<file path="src/design/rtqh_pkg.sv">
// Shared widths, constants and control types of the ray / face hit test.
`timescale 1ns / 1ps
`default_nettype none
package rtqh_pkg;

	// Point and coordinate widths
	localparam int COORD_W   = 32;
	localparam int PT_W      = 3 * COORD_W;
	localparam int PT_DEPTH  = 6;
	localparam int PT_IDX_W  = 3;
	localparam int MODE_W    = 3;
	localparam int CNT_W     = 3;

	// Arithmetic widths: edge difference, cross product, dot product
	localparam int DIFF_W    = COORD_W + 1;
	localparam int CROSS_W   = 2 * DIFF_W + 1;
	localparam int LO_W      = (CROSS_W + 1) / 2;
	localparam int OPW       = LO_W + 1;
	localparam int PROD_W    = 2 * OPW;
	localparam int ACC_W     = DIFF_W + CROSS_W + 2;

	// Determinant threshold register
	localparam int EPS_W     = 40;
	localparam logic [EPS_W-1:0] EPS_RESET = 40'd281474977;
	localparam int EPS_POINT = 48;
	localparam int FRAC_BITS_DEF = 16;

	// Operand file layout
	localparam int OPF_DEPTH = 24;
	localparam int ADDR_W    = 5;
	localparam logic [ADDR_W-1:0] A_RAY   = 5'd0;
	localparam logic [ADDR_W-1:0] A_E1    = 5'd3;
	localparam logic [ADDR_W-1:0] A_E2    = 5'd6;
	localparam logic [ADDR_W-1:0] A_TV    = 5'd9;
	localparam logic [ADDR_W-1:0] A_PV_LO = 5'd12;
	localparam logic [ADDR_W-1:0] A_PV_HI = 5'd15;
	localparam logic [ADDR_W-1:0] A_QV_LO = 5'd18;
	localparam logic [ADDR_W-1:0] A_QV_HI = 5'd21;

	// Point slots
	localparam logic [PT_IDX_W-1:0] PT_C0    = 3'd0;
	localparam logic [PT_IDX_W-1:0] PT_C1    = 3'd1;
	localparam logic [PT_IDX_W-1:0] PT_C2    = 3'd2;
	localparam logic [PT_IDX_W-1:0] PT_C3    = 3'd3;
	localparam logic [PT_IDX_W-1:0] PT_START = 3'd4;
	localparam logic [PT_IDX_W-1:0] PT_END   = 3'd5;
	localparam logic [MODE_W-1:0]   MODE_LAST = 3'd5;

	// Corner counts
	localparam logic [CNT_W-1:0] CNT_TRI  = 3'd3;
	localparam logic [CNT_W-1:0] CNT_QUAD = 3'd4;

	// Pipe depth from operand read to accumulator
	localparam logic [1:0] DRAIN_CYC = 2'd2;

	typedef enum logic [2:0] {
		ST_IDLE,
		ST_DIFF,
		ST_CROSS,
		ST_DOT,
		ST_CHECK,
		ST_DONE
	} state_t;

	typedef enum logic [1:0] {
		CHK_NONE,
		CHK_NORM,
		CHK_CMP,
		CHK_FIN
	} chk_t;

	typedef enum logic [1:0] {
		SV_DET,
		SV_UN,
		SV_VN,
		SV_TN
	} save_sel_t;

	// One micro-operation from the sequencer
	typedef struct packed {
		logic                 pread;
		logic [PT_IDX_W-1:0]  pf_sel;
		logic [PT_IDX_W-1:0]  pt_sel;
		logic                 dsub;
		logic [1:0]           comp;
		logic                 wr_lo;
		logic                 wr_hi;
		logic [ADDR_W-1:0]    waddr;
		logic                 mac;
		logic [ADDR_W-1:0]    ra;
		logic [ADDR_W-1:0]    rb;
		logic                 clr;
		logic                 neg;
		logic                 hi;
		logic                 save;
		save_sel_t            save_sel;
		chk_t                 chk;
		logic                 clr_hit;
	} uop_t;

	// Multiply-accumulate control carried down the pipe
	typedef struct packed {
		logic mac;
		logic clr;
		logic neg;
		logic hi;
	} mac_ctl_t;

	// Next index modulo three
	function automatic logic [1:0] next3(input logic [1:0] c);
		next3 = (c == 2'd2) ? 2'd0 : c + 2'd1;
	endfunction

endpackage
`default_nettype wire

</file>
<file path="src/design/rtqh_seq.sv">
// Sequencer: steps the shared unit through edges, crosses, dots and checks.
`timescale 1ns / 1ps
`default_nettype none
module rtqh_seq import rtqh_pkg::*; (
	input  logic              clk,
	input  logic              arst_n,
	input  logic              start,
	input  logic [CNT_W-1:0]  count,
	input  logic              slot_free,
	output logic              idle,
	output logic              finish,
	output uop_t              uop
);

	state_t      state_q, state_d;
	logic [1:0]  grp_q, grp_d;
	logic [2:0]  sub_q, sub_d;
	logic [1:0]  comp_q, comp_d;
	logic        tri_q, tri_d;
	logic        quad_q, quad_d;
	logic [1:0]  wait_q, wait_d;

	logic [PT_IDX_W-1:0] pa;
	logic [PT_IDX_W-1:0] pb;
	logic [PT_IDX_W-1:0] pc;
	logic [1:0]          cj;
	logic [1:0]          ck;
	logic [1:0]          dcomp;
	logic [ADDR_W-1:0]   abase;
	logic [ADDR_W-1:0]   bbase;

	always_ff @(posedge clk or negedge arst_n) begin
		if (!arst_n) begin
			state_q <= ST_IDLE;
			grp_q   <= '0;
			sub_q   <= '0;
			comp_q  <= '0;
			tri_q   <= 1'b0;
			quad_q  <= 1'b0;
			wait_q  <= '0;
		end else begin
			state_q <= state_d;
			grp_q   <= grp_d;
			sub_q   <= sub_d;
			comp_q  <= comp_d;
			tri_q   <= tri_d;
			quad_q  <= quad_d;
			wait_q  <= wait_d;
		end
	end

	// Corners of the current triangle: (0,1,2) then (2,3,0)
	always_comb begin
		pa    = tri_q ? PT_C2 : PT_C0;
		pb    = tri_q ? PT_C3 : PT_C1;
		pc    = tri_q ? PT_C0 : PT_C2;
		cj    = next3(comp_q);
		ck    = next3(cj);
		dcomp = sub_q[2:1];
	end

	always_comb begin
		state_d = state_q;
		grp_d   = grp_q;
		sub_d   = sub_q;
		comp_d  = comp_q;
		tri_d   = tri_q;
		quad_d  = quad_q;
		wait_d  = wait_q;
		uop     = '0;
		finish  = 1'b0;
		abase   = A_RAY;
		bbase   = A_E2;

		if (wait_q != 2'd0) begin
			// let the last product reach the accumulator
			wait_d = wait_q - 2'd1;
		end else begin
			case (state_q)
				ST_IDLE: begin
					if (start) begin
						uop.clr_hit = 1'b1;
						tri_d  = 1'b0;
						grp_d  = '0;
						sub_d  = '0;
						comp_d = '0;
						quad_d = (count == CNT_QUAD);
						if (count == CNT_TRI || count == CNT_QUAD) begin
							state_d = ST_DIFF;
						end else begin
							state_d = ST_DONE;
						end
					end
				end

				// ray, e1, e2, tv: point read then three subtracts each
				ST_DIFF: begin
					case (grp_q)
						2'd0: begin
							uop.pf_sel = PT_START;
							uop.pt_sel = PT_END;
							abase      = A_RAY;
						end
						2'd1: begin
							uop.pf_sel = pa;
							uop.pt_sel = pb;
							abase      = A_E1;
						end
						2'd2: begin
							uop.pf_sel = pa;
							uop.pt_sel = pc;
							abase      = A_E2;
						end
						default: begin
							uop.pf_sel = pa;
							uop.pt_sel = PT_START;
							abase      = A_TV;
						end
					endcase
					if (sub_q == 3'd0) begin
						uop.pread = 1'b1;
					end else begin
						uop.dsub  = 1'b1;
						uop.comp  = sub_q[1:0] - 2'd1;
						uop.waddr = abase + ADDR_W'(uop.comp);
					end
					if (sub_q == 3'd3) begin
						sub_d = '0;
						if (grp_q == 2'd3) begin
							grp_d   = '0;
							comp_d  = '0;
							state_d = ST_CROSS;
						end else begin
							grp_d = grp_q + 2'd1;
						end
					end else begin
						sub_d = sub_q + 3'd1;
					end
				end

				// pv = ray x e2, qv = tv x e1, stored as low and high halves
				ST_CROSS: begin
					abase = (grp_q == 2'd0) ? A_RAY : A_TV;
					bbase = (grp_q == 2'd0) ? A_E2 : A_E1;
					case (sub_q)
						3'd0: begin
							uop.mac = 1'b1;
							uop.clr = 1'b1;
							uop.ra  = abase + ADDR_W'(cj);
							uop.rb  = bbase + ADDR_W'(ck);
						end
						3'd1: begin
							uop.mac = 1'b1;
							uop.neg = 1'b1;
							uop.ra  = abase + ADDR_W'(ck);
							uop.rb  = bbase + ADDR_W'(cj);
							wait_d  = DRAIN_CYC;
						end
						3'd2: begin
							uop.wr_lo = 1'b1;
							uop.waddr = ((grp_q == 2'd0) ? A_PV_LO : A_QV_LO) + ADDR_W'(comp_q);
						end
						default: begin
							uop.wr_hi = 1'b1;
							uop.waddr = ((grp_q == 2'd0) ? A_PV_HI : A_QV_HI) + ADDR_W'(comp_q);
						end
					endcase
					if (sub_q == 3'd3) begin
						sub_d = '0;
						if (comp_q == 2'd2) begin
							comp_d = '0;
							if (grp_q == 2'd1) begin
								grp_d   = '0;
								state_d = ST_DOT;
							end else begin
								grp_d = grp_q + 2'd1;
							end
						end else begin
							comp_d = comp_q + 2'd1;
						end
					end else begin
						sub_d = sub_q + 3'd1;
					end
				end

				// det = e1.pv, u = tv.pv, v = ray.qv, t = e2.qv
				ST_DOT: begin
					case (grp_q)
						2'd0: begin
							abase = A_E1;
							bbase = sub_q[0] ? A_PV_HI : A_PV_LO;
						end
						2'd1: begin
							abase = A_TV;
							bbase = sub_q[0] ? A_PV_HI : A_PV_LO;
						end
						2'd2: begin
							abase = A_RAY;
							bbase = sub_q[0] ? A_QV_HI : A_QV_LO;
						end
						default: begin
							abase = A_E2;
							bbase = sub_q[0] ? A_QV_HI : A_QV_LO;
						end
					endcase
					if (sub_q == 3'd6) begin
						uop.save     = 1'b1;
						uop.save_sel = save_sel_t'(grp_q);
						sub_d        = '0;
						if (grp_q == 2'd3) begin
							grp_d   = '0;
							state_d = ST_CHECK;
						end else begin
							grp_d = grp_q + 2'd1;
						end
					end else begin
						uop.mac = 1'b1;
						uop.clr = (sub_q == 3'd0);
						uop.hi  = sub_q[0];
						uop.ra  = abase + ADDR_W'(dcomp);
						uop.rb  = bbase + ADDR_W'(dcomp);
						if (sub_q == 3'd5) begin
							wait_d = DRAIN_CYC;
						end
						sub_d = sub_q + 3'd1;
					end
				end

				ST_CHECK: begin
					case (sub_q)
						3'd0:    uop.chk = CHK_NORM;
						3'd1:    uop.chk = CHK_CMP;
						default: uop.chk = CHK_FIN;
					endcase
					if (sub_q == 3'd2) begin
						sub_d = '0;
						if (quad_q && !tri_q) begin
							tri_d   = 1'b1;
							state_d = ST_DIFF;
						end else begin
							state_d = ST_DONE;
						end
					end else begin
						sub_d = sub_q + 3'd1;
					end
				end

				ST_DONE: begin
					finish = slot_free;
					if (slot_free) begin
						state_d = ST_IDLE;
					end
				end

				default: begin
					state_d = ST_IDLE;
				end
			endcase
		end
	end

	assign idle = (state_q == ST_IDLE);

endmodule
`default_nettype wire

</file>
<file path="config.mk">
export PLATFORM = sky130hd
export DESIGN_NAME = rtqh_seq
export DESIGN_NICKNAME = d
export VERILOG_FILES = /design/src/design/rtqh_pkg.sv /design/src/design/rtqh_seq.sv
export SDC_FILE = /design/constraint.sdc
export NUM_CORES = 1
export LEC_CHECK = 0
export ABC_CLOCK_PERIOD_IN_PS = 2100
export BUFFER_PORTS_ARGS = -buffer_cell sky130_fd_sc_hd__clkbuf_2
export CORE_MARGIN = 5
export CORE_UTILIZATION = 50
export CTS_CLUSTER_DIAMETER = 150
export DETAILED_ROUTE_END_ITERATION = 10
export HOLD_SLACK_MARGIN = 0.05
export PLACE_DENSITY = 0.89
export SLEW_MARGIN = 10
export SYNTH_ARGS = -nofsm -noshare
export SYNTH_HDL_FRONTEND = slang
export SYNTH_SLANG_ARGS = --single-unit
</file>
<file path="constraint.sdc">
create_clock -name clk -period 2.1 [get_ports clk]
set_input_delay 0.105 -clock clk [delete_from_list [all_inputs] [get_ports clk]]
set_output_delay 0.105 -clock clk [all_outputs]
set_load 0.02 [all_outputs]
</file>
==> out/results.ini, run 1 <==
[synth]
ys_seq_area_share_pct=17.01
synth-edff-count=0
syn_area_um2=2059
syn_nets=308
synth_cell_types=56
yosysWarnings=0
syn_avg_cell_area_um2=7.516
synth_cells=274
async_reset_ff_share_pct=100.0
ys.flop_type=dfrtp_1
synth_seq_cells=14

[worst_hold_path]
hold_path_class=in2reg
min_delay_path_depth=3

[drt]
wire_per_inst_um=25.85
final_antenna_net_count=0
drt_iter0_drc=432
vias_per_cell=6.910
wl_mm=10.91
dr.pass1.iters=6
routed-via-count=2916
drc=0

[final_layout]
layout.nets=407
area_growth_pct=67.25
fillers=177
layout_common_cells=buf_4, nor2_1, clkbuf_2
seq_area_um2=355.3
layout.cells.non_filler=422
final_common_cell=buf_4
antenna_cells=0
multiInputGateArea_um2=1966
drive_gt1_share_pct=56.45

[global_routing]
first_global_vias=2741
overflow=0
grt_pass1_wl_mm=14.35
antenna_found_initial=0
grt_start_max_net_pins=28
track_usage_pct=34.75

[place]
gp_congestion=0.9546
port_buffers=44
dp_hpwl_mm=5.408
dp.cells=391
place_ws_ns=-0.1135

[floorplan]
die_y_um=74.18
io_pins=46
core.rowCount=23
start_util_pct=51.49
die-area_um2=5503
core_um2=4000
die-width_um=74.18

[pwr]
switchingPower_w=0.003666
combPwrFrac_pct=87.0
swShare_pct=53.44
p_leak_nw=1.552
ir_drop_v=0.001156
p_int_w=0.003193
seqPwrFrac_pct=8.6
powerDensity_nw_per_um2=1991
p_clk_share_pct=4.4

[sta]
skew_ns=0.009113
min_period_over_period_pct=120.8
holdWs_ns=0.1209
slew_violations=0
hold_viol=0
setup_viol=21
post-route-min-period_ns=2.537
tightest_slew_ns=0.5712
timing.fmax_mhz=394.1
relSlewSlack_pct=61.92
setup_tns_ns=-4.789
rsz0062_at_grt=yes
fin_ws_ns=-0.4371

[setup_path]
slowest_delay_ns=0.46
worstPathCellList=ha_4 -> and2b_2 -> inv_2 -> ha_4 -> inv_2 -> fa_2 -> xor2_2 -> a22oi_2 -> nor2_2 -> clkbuf_8
crit_path_start_kind=flip-flop
cp_slowest_cell=dfrtp_2
end_kind=output port
critical_path_arrival_ns=2.43
critical_path_class=reg2out
cp_data_required_time_ns=2.00
rr_worst_depth=8
cp_max_fo=3

[clocking]
cts_max_level=1
cts-root-buf=clkbuf_8
clock_sinks=14
tritoncts=done
cts_buffer_depth=2
clock_latency_ns=0.27
numCtsBuffers=3
clkSlewWorstSetupHoldPaths_ns=0.08

[job]
max-cap-violations=0

[outcome]
status=finished, violations left
violations=setup timing

[layer usage]
| metal | wire length (µm) | vias up | global-route usage (%) |
|---|---|---|---|
| li1 | - | 1135 | - |
| met1 | 3767 | 1361 | 41.24 |
| met2 | 4969 | 307 | 58.07 |
| met3 | 1216 | 113 | 6.892 |
| met4 | 954 | 0 | 20.32 |
| met5 | 0 | - | 0 |
[worst max-delay path: cells and delay by family (launching register included)]
kind	cells	cell delay, ns
adder cells (fa/ha/maj)	3	0.73
XOR/XNOR	1	0.16
buffers and inverters	3	0.29
AO/OA/AOI/OAI	1	0.21
AND/OR/NAND/NOR	2	0.30
flip-flops	1	0.46
[power groups by stage]
stage          Sequential [W]  Clock [W]  Combinational [W]
2_1_floorplan        0.000510          0            0.00255
3_3_place_gp         0.000534          0            0.00361
3_5_place_dp         0.000544          0            0.00380
4_1_cts              0.000566   0.000282            0.00433
5_1_grt              0.000599   0.000305            0.00615
6_report             0.000593   0.000298            0.00597
[path summary, 6_finish.rpt]
kind                                  startpoint                endpoint  slack [ns]
setup / recovery            sub_q[1]$_DFFE_PN0P_                 uop[22]       -0.44
hold / removal                          count[2]      quad_q$_DFFE_PN0P_        0.12
setup reg to reg            sub_q[1]$_DFFE_PN0P_    sub_q[1]$_DFFE_PN0P_       -0.05
hold reg to reg            wait_q[0]$_DFFE_PN0P_   wait_q[0]$_DFFE_PN0P_        0.53
max in group asynchronous                 arst_n  state_q[1]$_DFFE_PN0P_        1.47
min in group asynchronous                 arst_n      quad_q$_DFFE_PN0P_        0.30
[sequential cells by signal (all words and copies together) (netlist names)]
name,cells
quad_q,1
grp_q,2
comp_q,2
state_q,3
wait_q,2
tri_q,1
sub_q,3
[repair_timing]
item,4_1_cts,5_1_grt
setup endpoints to repair,28,38
hold buffers,1,0
resized for setup,59,91
endpoints found under the hold margin,14,0
pin swaps,21,35
gates cloned,0,0
buffers inserted,6,22
[area by class of cell]
class,count,share of cell area [%]
multi-input combinational,215,57.07
inverter,28,3.523
clock buffer,4,1.598
tap,50,1.816
timing repair buffer,111,25.68
sequential,14,10.32
[logic make-up (layout without fill, tap and decap cells)]
kind of cell | count (synthesis) | in the layout | synth area share [%]
adder cells (fa/ha/maj) | 27 | 27 | 17.86
multiplexers | 7 | 7 | 3.949
flip-flops | 14 | 14 | 17.01
AND/OR/NAND/NOR | 109 | 109 | 26.31
buffers and inverters | 45 | 143 | 9.599
AO/OA/AOI/OAI | 59 | 59 | 19.99
other | 1 | 1 | 0.1821
XOR/XNOR | 12 | 12 | 5.103
[per-stage QoR]
| step | total power [W] | cell area [µm²] | utilization [%] |
|---|---|---|---|
| 6_report | 0.006859 | 3445 | 86.11 |
| 5_1_grt | 0.007049 | 3445 | 86.11 |
| 4_1_cts | 0.005182 | 2990 | 74.76 |
| 3_5_place_dp | 0.004343 | 2635 | 65.87 |
| 3_3_place_gp | 0.004141 | 2635 | 65.87 |
| 2_1_floorplan | 0.003062 | 2145 | - |
[Yosys cell counts (5+ instances only)]
cell / number / area share [%]
a21o_1: 6 / 2.2
a21oi_1: 12 / 2.9
a22oi_1: 10 / 3.6
buf_2: 8 / 1.9
clkbuf_1: 5 / 0.91
dfrtp_1: 14 / 17
ha_1: 23 / 14
inv_1: 26 / 4.7
nand2_1: 26 / 4.7
nor2_1: 37 / 6.7
nor3_1: 14 / 3.4
o21ai_0: 9 / 2.2
xnor2_1: 8 / 3.4
Power figures use the tool's default switching activity.
==> run 2: changes to the inputs <==
--- a/config.mk
+++ b/config.mk
@@ -5,6 +5,7 @@
 export SDC_FILE = /design/constraint.sdc
 export NUM_CORES = 1
 export LEC_CHECK = 0
+export ABC_AREA = 1
 export ABC_CLOCK_PERIOD_IN_PS = 2100
 export BUFFER_PORTS_ARGS = -buffer_cell sky130_fd_sc_hd__clkbuf_2
 export CORE_MARGIN = 5
==> run 2 against run 1 <==
The run still ends with setup timing left. Non-clock buffer count shrank 22. First-iteration DRC count shrank 32%. Worst hold slack gained 0.0059 ns. Combinational power shrank 46%. Critical path depth grew 1. Setup slack gained 0.095 ns. Wire length shrank 30%. Largest power group unchanged.
==> out/results.ini, run 2 <==
[setup_path]
end_kind=output port
cp_max_fo=3  ; unchanged
critical_path_class=reg2out
cp_data_required_time_ns=2.00  ; about the same
critical_path_arrival_ns=2.34  ; -0.09 ns
crit_path_start_kind=flip-flop

[global_routing]
grt_pass1_wl_mm=11.12  ; -23%
overflow=0  ; unchanged
first_global_vias=2413  ; -12%
grt_start_max_net_pins=15  ; -46%
track_usage_pct=26.75  ; -8.0 points
antenna_found_initial=0  ; unchanged

[floorplan]
die-width_um=73.32  ; -1.2%
core.rowCount=23  ; unchanged
die_y_um=73.32  ; -1.2%
core_um2=3943  ; -1.4%
die-area_um2=5375  ; -2.3%
io_pins=46  ; unchanged
start_util_pct=50.84  ; -0.64 points

[drt]
wl_mm=7.636  ; -30%
routed-via-count=2641  ; -9.4%
dr.pass1.iters=6  ; unchanged
final_antenna_net_count=0  ; unchanged
vias_per_cell=5.843  ; -15%
drt_iter0_drc=294  ; -32%
drc=0  ; unchanged
wire_per_inst_um=16.89  ; -35%

[clocking]
clock_sinks=14  ; unchanged
clock_latency_ns=0.25  ; -0.02 ns
numCtsBuffers=3  ; unchanged
cts-root-buf=clkbuf_8
tritoncts=done
cts_max_level=1  ; unchanged
clkSlewWorstSetupHoldPaths_ns=0.06  ; -0.02 ns
cts_buffer_depth=2  ; unchanged

[pwr]
seqPwrFrac_pct=12.4  ; +3.8 points
ir_drop_v=0.0008231  ; -29%
powerDensity_nw_per_um2=1303  ; -35%
p_int_w=0.001708  ; -46%
swShare_pct=56.49  ; +3.0 points
combPwrFrac_pct=81.9  ; -5.1 points
p_leak_nw=1.482  ; -4.5%
switchingPower_w=0.002218  ; -39%
p_clk_share_pct=5.7  ; +1.3 points

[synth]
ys_seq_area_share_pct=17.48  ; +0.47 points
yosysMostFrequentCell=nand2_1
synth_seq_cells=14  ; unchanged
synth_top_area_share_pct=17.48  ; +0.47 points
syn_avg_cell_area_um2=6.323  ; -16%
async_reset_ff_share_pct=100.0  ; unchanged
syn_area_um2=2004  ; -2.7%
yosys.area.top_type=dfrtp_1
synth_cells=317  ; +16%
synth-edff-count=0  ; unchanged
synth_area_leaders=dfrtp_1, ha_1, nand2_1
synth_cell_types=34  ; -39%
ys.flop_type=dfrtp_1
syn_nets=351  ; +14%
synthTopCellsByCount=nand2_1, nor2_1, inv_1
yosysWarnings=0  ; unchanged

[sta]
post-route-min-period_ns=2.442  ; -0.09465 ns
fin_ws_ns=-0.3425  ; +0.09465 ns
rsz0062_at_grt=yes
holdWs_ns=0.1268  ; +0.005890 ns
setup_viol=13  ; -38%
skew_ns=0.004534  ; -0.004579 ns
hold_viol=0  ; unchanged
slew_violations=0  ; unchanged
min_period_over_period_pct=116.3  ; -4.5 points
timing.fmax_mhz=409.4  ; +3.9%

[outcome]
status=finished, violations left
violations=setup timing

[final_layout]
top_regs=state_q: 3 flops, sub_q: 3 flops
layout.nets=438  ; +7.6%
antenna_cells=0  ; unchanged
final_common_cell=nand2_1
layout_common_cells=nand2_1, buf_4, clkbuf_2
layout.cells.non_filler=452  ; +7.1%
stdcell_area_um2=3014  ; -12%
drive_gt1_share_pct=43.53  ; -13 points
post-route-util_pct=76.45  ; -9.7 points
area_growth_pct=50.37

[job]
max-cap-violations=0  ; unchanged

[place]
dp.cells=439  ; +12%
port_buffers=44  ; unchanged
gp_congestion=0.9359  ; -2.0%
postPlaceCellArea_um2=2556  ; -3.0%
dp_hpwl_mm=5.107  ; -5.6%

[worst_hold_path]
hold_path_class=in2reg

[run 2: worst paths after layout]
path / start / endpoint / slack, ns / cells after the start
setup / recovery: grp_q[1]$_DFFE_PN0P_ / uop[12] / -0.34 / 11
hold / removal: count[2] / quad_q$_DFFE_PN0P_ / 0.13 / 3
setup reg to reg: sub_q[1]$_DFFE_PN0P_ / comp_q[1]$_DFFE_PN0P_ / 0.07 / 12
hold reg to reg: wait_q[0]$_DFFE_PN0P_ / wait_q[0]$_DFFE_PN0P_ / 0.48 / 2
max in group asynchronous: arst_n / sub_q[1]$_DFFE_PN0P_ / 1.50 / 2
min in group asynchronous: arst_n / quad_q$_DFFE_PN0P_ / 0.30 / 2
[run 2: routing by layer]
layer / share of wire (%) / wire length, µm / vias up / GRT usage, %
li1: - / - / 1205 / -
met1: 38 / 2894 / 1220 / 30.15
met2: 49 / 3756 / 177 / 47.57
met3: 8.0 / 608 / 39 / 3.830
met4: 4.9 / 376 / 0 / 15.49
met5: 0 / 0 / - / 0
[run 2: area by class of cell]
| cell class | instances | area [µm²] |
|---|---|---|
| Multi-Input combinational cell | 252 | 1757 |
| Inverter | 44 | 170.2 |
| Clock buffer | 3 | 41.29 |
| Fill cell | 284 | 928.4 |
| Timing Repair Buffer | 89 | 629.4 |
| Tap cell | 50 | 62.56 |
| Sequential cell | 14 | 354.1 |
[run 2: timing repair]
action | in CTS | in global routing
setup endpoints to repair | 13 | 27
pin swaps | 18 | 14
hold buffers | 1 | 0
buffers inserted | 4 | 5
endpoints found under the hold margin | 14 | 0
gates resized for setup | 47 | 50
[run 2: power groups by stage]
stage / logic, W / registers, W / clock network, W
floorplan: 0.00175 / 0.000445 / 0
global placement: 0.00249 / 0.000464 / 0
detailed placement: 0.00256 / 0.000473 / 0
CTS: 0.00277 / 0.000475 / 0.000225
global route: 0.00348 / 0.000501 / 0.000237
finish: 0.00322 / 0.000485 / 0.000224
[run 2: cell families (layout without fill, tap and decap cells)]
group	after synthesis	after routing	share of synthesized area, %
DFF	14	14	17.48
and+or+nand+nor	170	170	38.26
adders and majority gates	27	27	18.35
xor gates and xnor gates	5	5	2.185
AOI/OAI and AO/OA	49	49	13.48
buffers and inverters	51	136	10.05
other	1	1	0.1871
[run 2: stage by stage]
step	setup WS, ns	TNS (ns)	total power (W)
finish	-0.3425	-3.166	0.003927
global route	-0.4043	-3.901	0.004213
CTS	-0.2759	-2.213	0.003473
detailed placement	-0.2073	-0.9744	0.003033
global placement	-0.1201	-0.2693	0.002958
floorplan	-0.02586	-0.04261	0.002196
[run 2: worst max-delay path, cell delays in order, from the launching register on]
cell	delay, ns
dfrtp_1	0.37
inv_2	0.08
ha_4	0.18
nor2_4	0.17
xor2_2	0.22
inv_2	0.09
ha_4	0.21
a21o_1	0.20
o21ai_2	0.07
o211ai_1	0.14
a21oi_2	0.18
clkbuf_8	0.16
==> run 3: changes to the inputs <==
--- a/config.mk
+++ b/config.mk
@@ -7,7 +7,7 @@
 export LEC_CHECK = 0
 export ABC_AREA = 1
 export ABC_CLOCK_PERIOD_IN_PS = 2100
-export BUFFER_PORTS_ARGS = -buffer_cell sky130_fd_sc_hd__clkbuf_2
+export BUFFER_PORTS_ARGS = -buffer_cell sky130_fd_sc_hd__buf_2
 export CORE_MARGIN = 5
 export CORE_UTILIZATION = 50
 export CTS_CLUSTER_DIAMETER = 150
==> run 3 against run 2 <==
The flow still finishes with violations (setup timing). Cell count increased by 2.0%. Clock power up 28%. First-iteration DRC count decreased by 7.8%. Die area did not move. Final area is 1.9% higher. Maximum frequency fell by 0.20%. Clock skew fell by 0.0028 ns. Largest cell class unchanged.
==> out/results.ini, run 3 (synthesis results as in run 2) <==
[setup_path]
rr_worst_depth=12  ; unchanged
worstPathCellList=inv_2 -> ha_4 -> nor2_4 -> nor2_2 -> ha_2 -> inv_2 -> fa_2 -> xnor2_1 -> a22oi_1 -> nor2_2 -> buf_6
cp_slowest_cell=dfrtp_2
critical_path_arrival_ns=2.34  ; about the same
timing.rr.start=sub_q[0]$_DFFE_PN0P_
cp_top_family=adder cells
cp_max_fo=4  ; +1
cp_data_required_time_ns=2.00  ; about the same
crit_path_start_kind=flip-flop
startpoint=grp_q[0]$_DFFE_PN0P_
end_kind=output port
timing.critical_path.buf_inv=3  ; unchanged
cp.depth=11  ; unchanged
slowest_delay_ns=0.48  ; +0.11 ns
critical_path_class=reg2out

[clocking]
cts_buffer_depth=2  ; unchanged
numCtsBuffers=3  ; unchanged
tritoncts=done
cts-root-buf=clkbuf_8
clkSlewWorstSetupHoldPaths_ns=0.07  ; about the same
clock_latency_ns=0.26  ; about the same
clock_sinks=14  ; unchanged
cts_max_level=1  ; unchanged

[floorplan]
die-width_um=73.32  ; unchanged
die-area_um2=5375  ; unchanged
start_util_pct=50.84  ; unchanged
io_pins=46  ; unchanged
core_um2=3943  ; unchanged
die_y_um=73.32  ; unchanged
core.rowCount=23  ; unchanged

[sta]
min_period_over_period_pct=116.5  ; +0.23 points
rsz0062_at_grt=yes
skew_ns=0.001697  ; -0.002836 ns
hold_viol=0  ; unchanged
setup_viol=13  ; unchanged
timing.fmax_mhz=408.6  ; -0.20%
setup_tns_ns=-3.397  ; -0.2317 ns
post-route-min-period_ns=2.447  ; +0.004864 ns
slew_violations=0  ; unchanged
fin_ws_ns=-0.3474  ; -0.004864 ns

[pwr]
p_clk_share_pct=7.2  ; +1.5 points
switchingPower_w=0.002215  ; -0.16%
powerDensity_nw_per_um2=1303  ; about the same
finalPower_w=0.004004  ; +2.0%
seqPwrFrac_pct=12.5  ; about the same
p_leak_nw=1.547  ; +4.4%
combPwrFrac_pct=80.3  ; -1.6 points
ir_drop_v=0.0008276  ; +0.55%
swShare_pct=55.32  ; -1.2 points
p_int_w=0.001789  ; +4.7%

[drt]
wl_mm=7.790  ; +2.0%
drc=0  ; unchanged
wire_per_inst_um=16.90  ; about the same
routed-via-count=2646  ; +0.19%
drt_iter0_drc=271  ; -7.8%
final_antenna_net_count=0  ; unchanged
dr.pass1.iters=5  ; -1
vias_per_cell=5.740  ; -1.8%

[worst_hold_path]
min_delay_path_depth=3  ; unchanged
hold_path_class=in2reg
hp-start=count[2]

[final_layout]
top_regs=state_q: 3 flops, sub_q: 3 flops
area_growth_pct=53.25
layout.cells.non_filler=461  ; +2.0%
fillers=251  ; -12%
antenna_cells=0  ; unchanged
multiInputGateArea_um2=1735  ; -1.2%
drive_gt1_share_pct=42.34  ; -1.2 points
layout_common_cells=nand2_1, buf_4, nor2_1
seq_area_um2=354.1  ; unchanged
layout.nets=446  ; +1.8%
final_common_cell=nand2_1
stdcell_area_um2=3072  ; +1.9%

[place]
place_ws_ns=-0.1435  ; +0.06381 ns
gp_congestion=0.9213  ; -1.6%
postPlaceCellArea_um2=2541  ; -0.59%
dp_hpwl_mm=4.916  ; -3.7%
dp.cells=437  ; -0.46%
port_buffers=44  ; unchanged

[global_routing]
track_usage_pct=27.42  ; +0.67 points
antenna_found_initial=0  ; unchanged
grt_pass1_wl_mm=11.53  ; +3.7%
overflow=0  ; unchanged
grt_start_max_net_pins=15  ; unchanged
first_global_vias=2495  ; +3.4%

[outcome]
violations=setup timing
status=finished, violations left

[job]
max-cap-violations=0  ; unchanged

[run 3: cell count changes in the layout (fill, tap and decap cells not counted), sizes merged]
cell and change:
buf +45, clkbuf -36, clkinv -1, clkinvlp +1
[run 3: power by group through the flow]
stage	Clock [W]	Combinational (W)	Sequential [W]
3_5_place_dp	0	0.00252	0.000483
2_1_floorplan	0	0.00175	0.000445
5_1_grt	0.000303	0.00351	0.000516
4_1_cts	0.000286	0.00285	0.000482
6_report	0.000287	0.00322	0.000501
3_3_place_gp	0	0.00245	0.000474
[run 3: cell type report]
cell class | instances | area share [%]
Tap cell | 50 | 2.037
Clock buffer | 4 | 1.792
Sequential cell | 14 | 11.53
Inverter | 44 | 5.743
Timing Repair Buffer | 97 | 22.40
Multi-Input combinational cell | 252 | 56.50
[run 3: path summary, 6_finish.rpt]
path	endpoint	slack [ns]
setup / recovery	uop[16]	-0.35
hold / removal	quad_q$_DFFE_PN0P_	0.13
setup reg to reg	comp_q[1]$_DFFE_PN0P_	0.06
hold reg to reg	wait_q[0]$_DFFE_PN0P_	0.48
max in group asynchronous	state_q[0]$_DFFE_PN0P_	1.55
min in group asynchronous	quad_q$_DFFE_PN0P_	0.27
[run 3: worst register-to-register path, stage by stage (launching register included)]
cell and delay [ns]:
dfrtp_1 0.41, buf_6 0.14, buf_4 0.14, ha_1 0.20, buf_4 0.15, ha_1 0.18, inv_1 0.08, nand3_1 0.10
nand2_1 0.17, nor2_1 0.07, nand2_1 0.12, nand2_1 0.10, o21ai_0 0.10
[run 3: metal layers]
metal / track usage, % / wire length (µm)
met5: 0 / 0
met1: 33.50 / 3113
met3: 2.736 / 502
met4: 11.47 / 390
met2: 48.76 / 3783
[run 3: repair_timing]
action / in CTS / in global routing
gates resized for setup: 58 / 30
pin swaps: 27 / 25
setup buffers: 12 / 7
hold buffers: 1 / 0
endpoints found under the hold margin: 14 / 0
endpoints found under the setup margin: 13 / 23
[run 3: metrics by stage]
step,hold slack (ns),utilization (%)
floorplan,-0.1906,-
global placement,0.02083,64.46
detailed placement,0.02511,64.46
CTS,0.1348,74.04
global route,0.1522,77.91
finish,0.1329,77.91
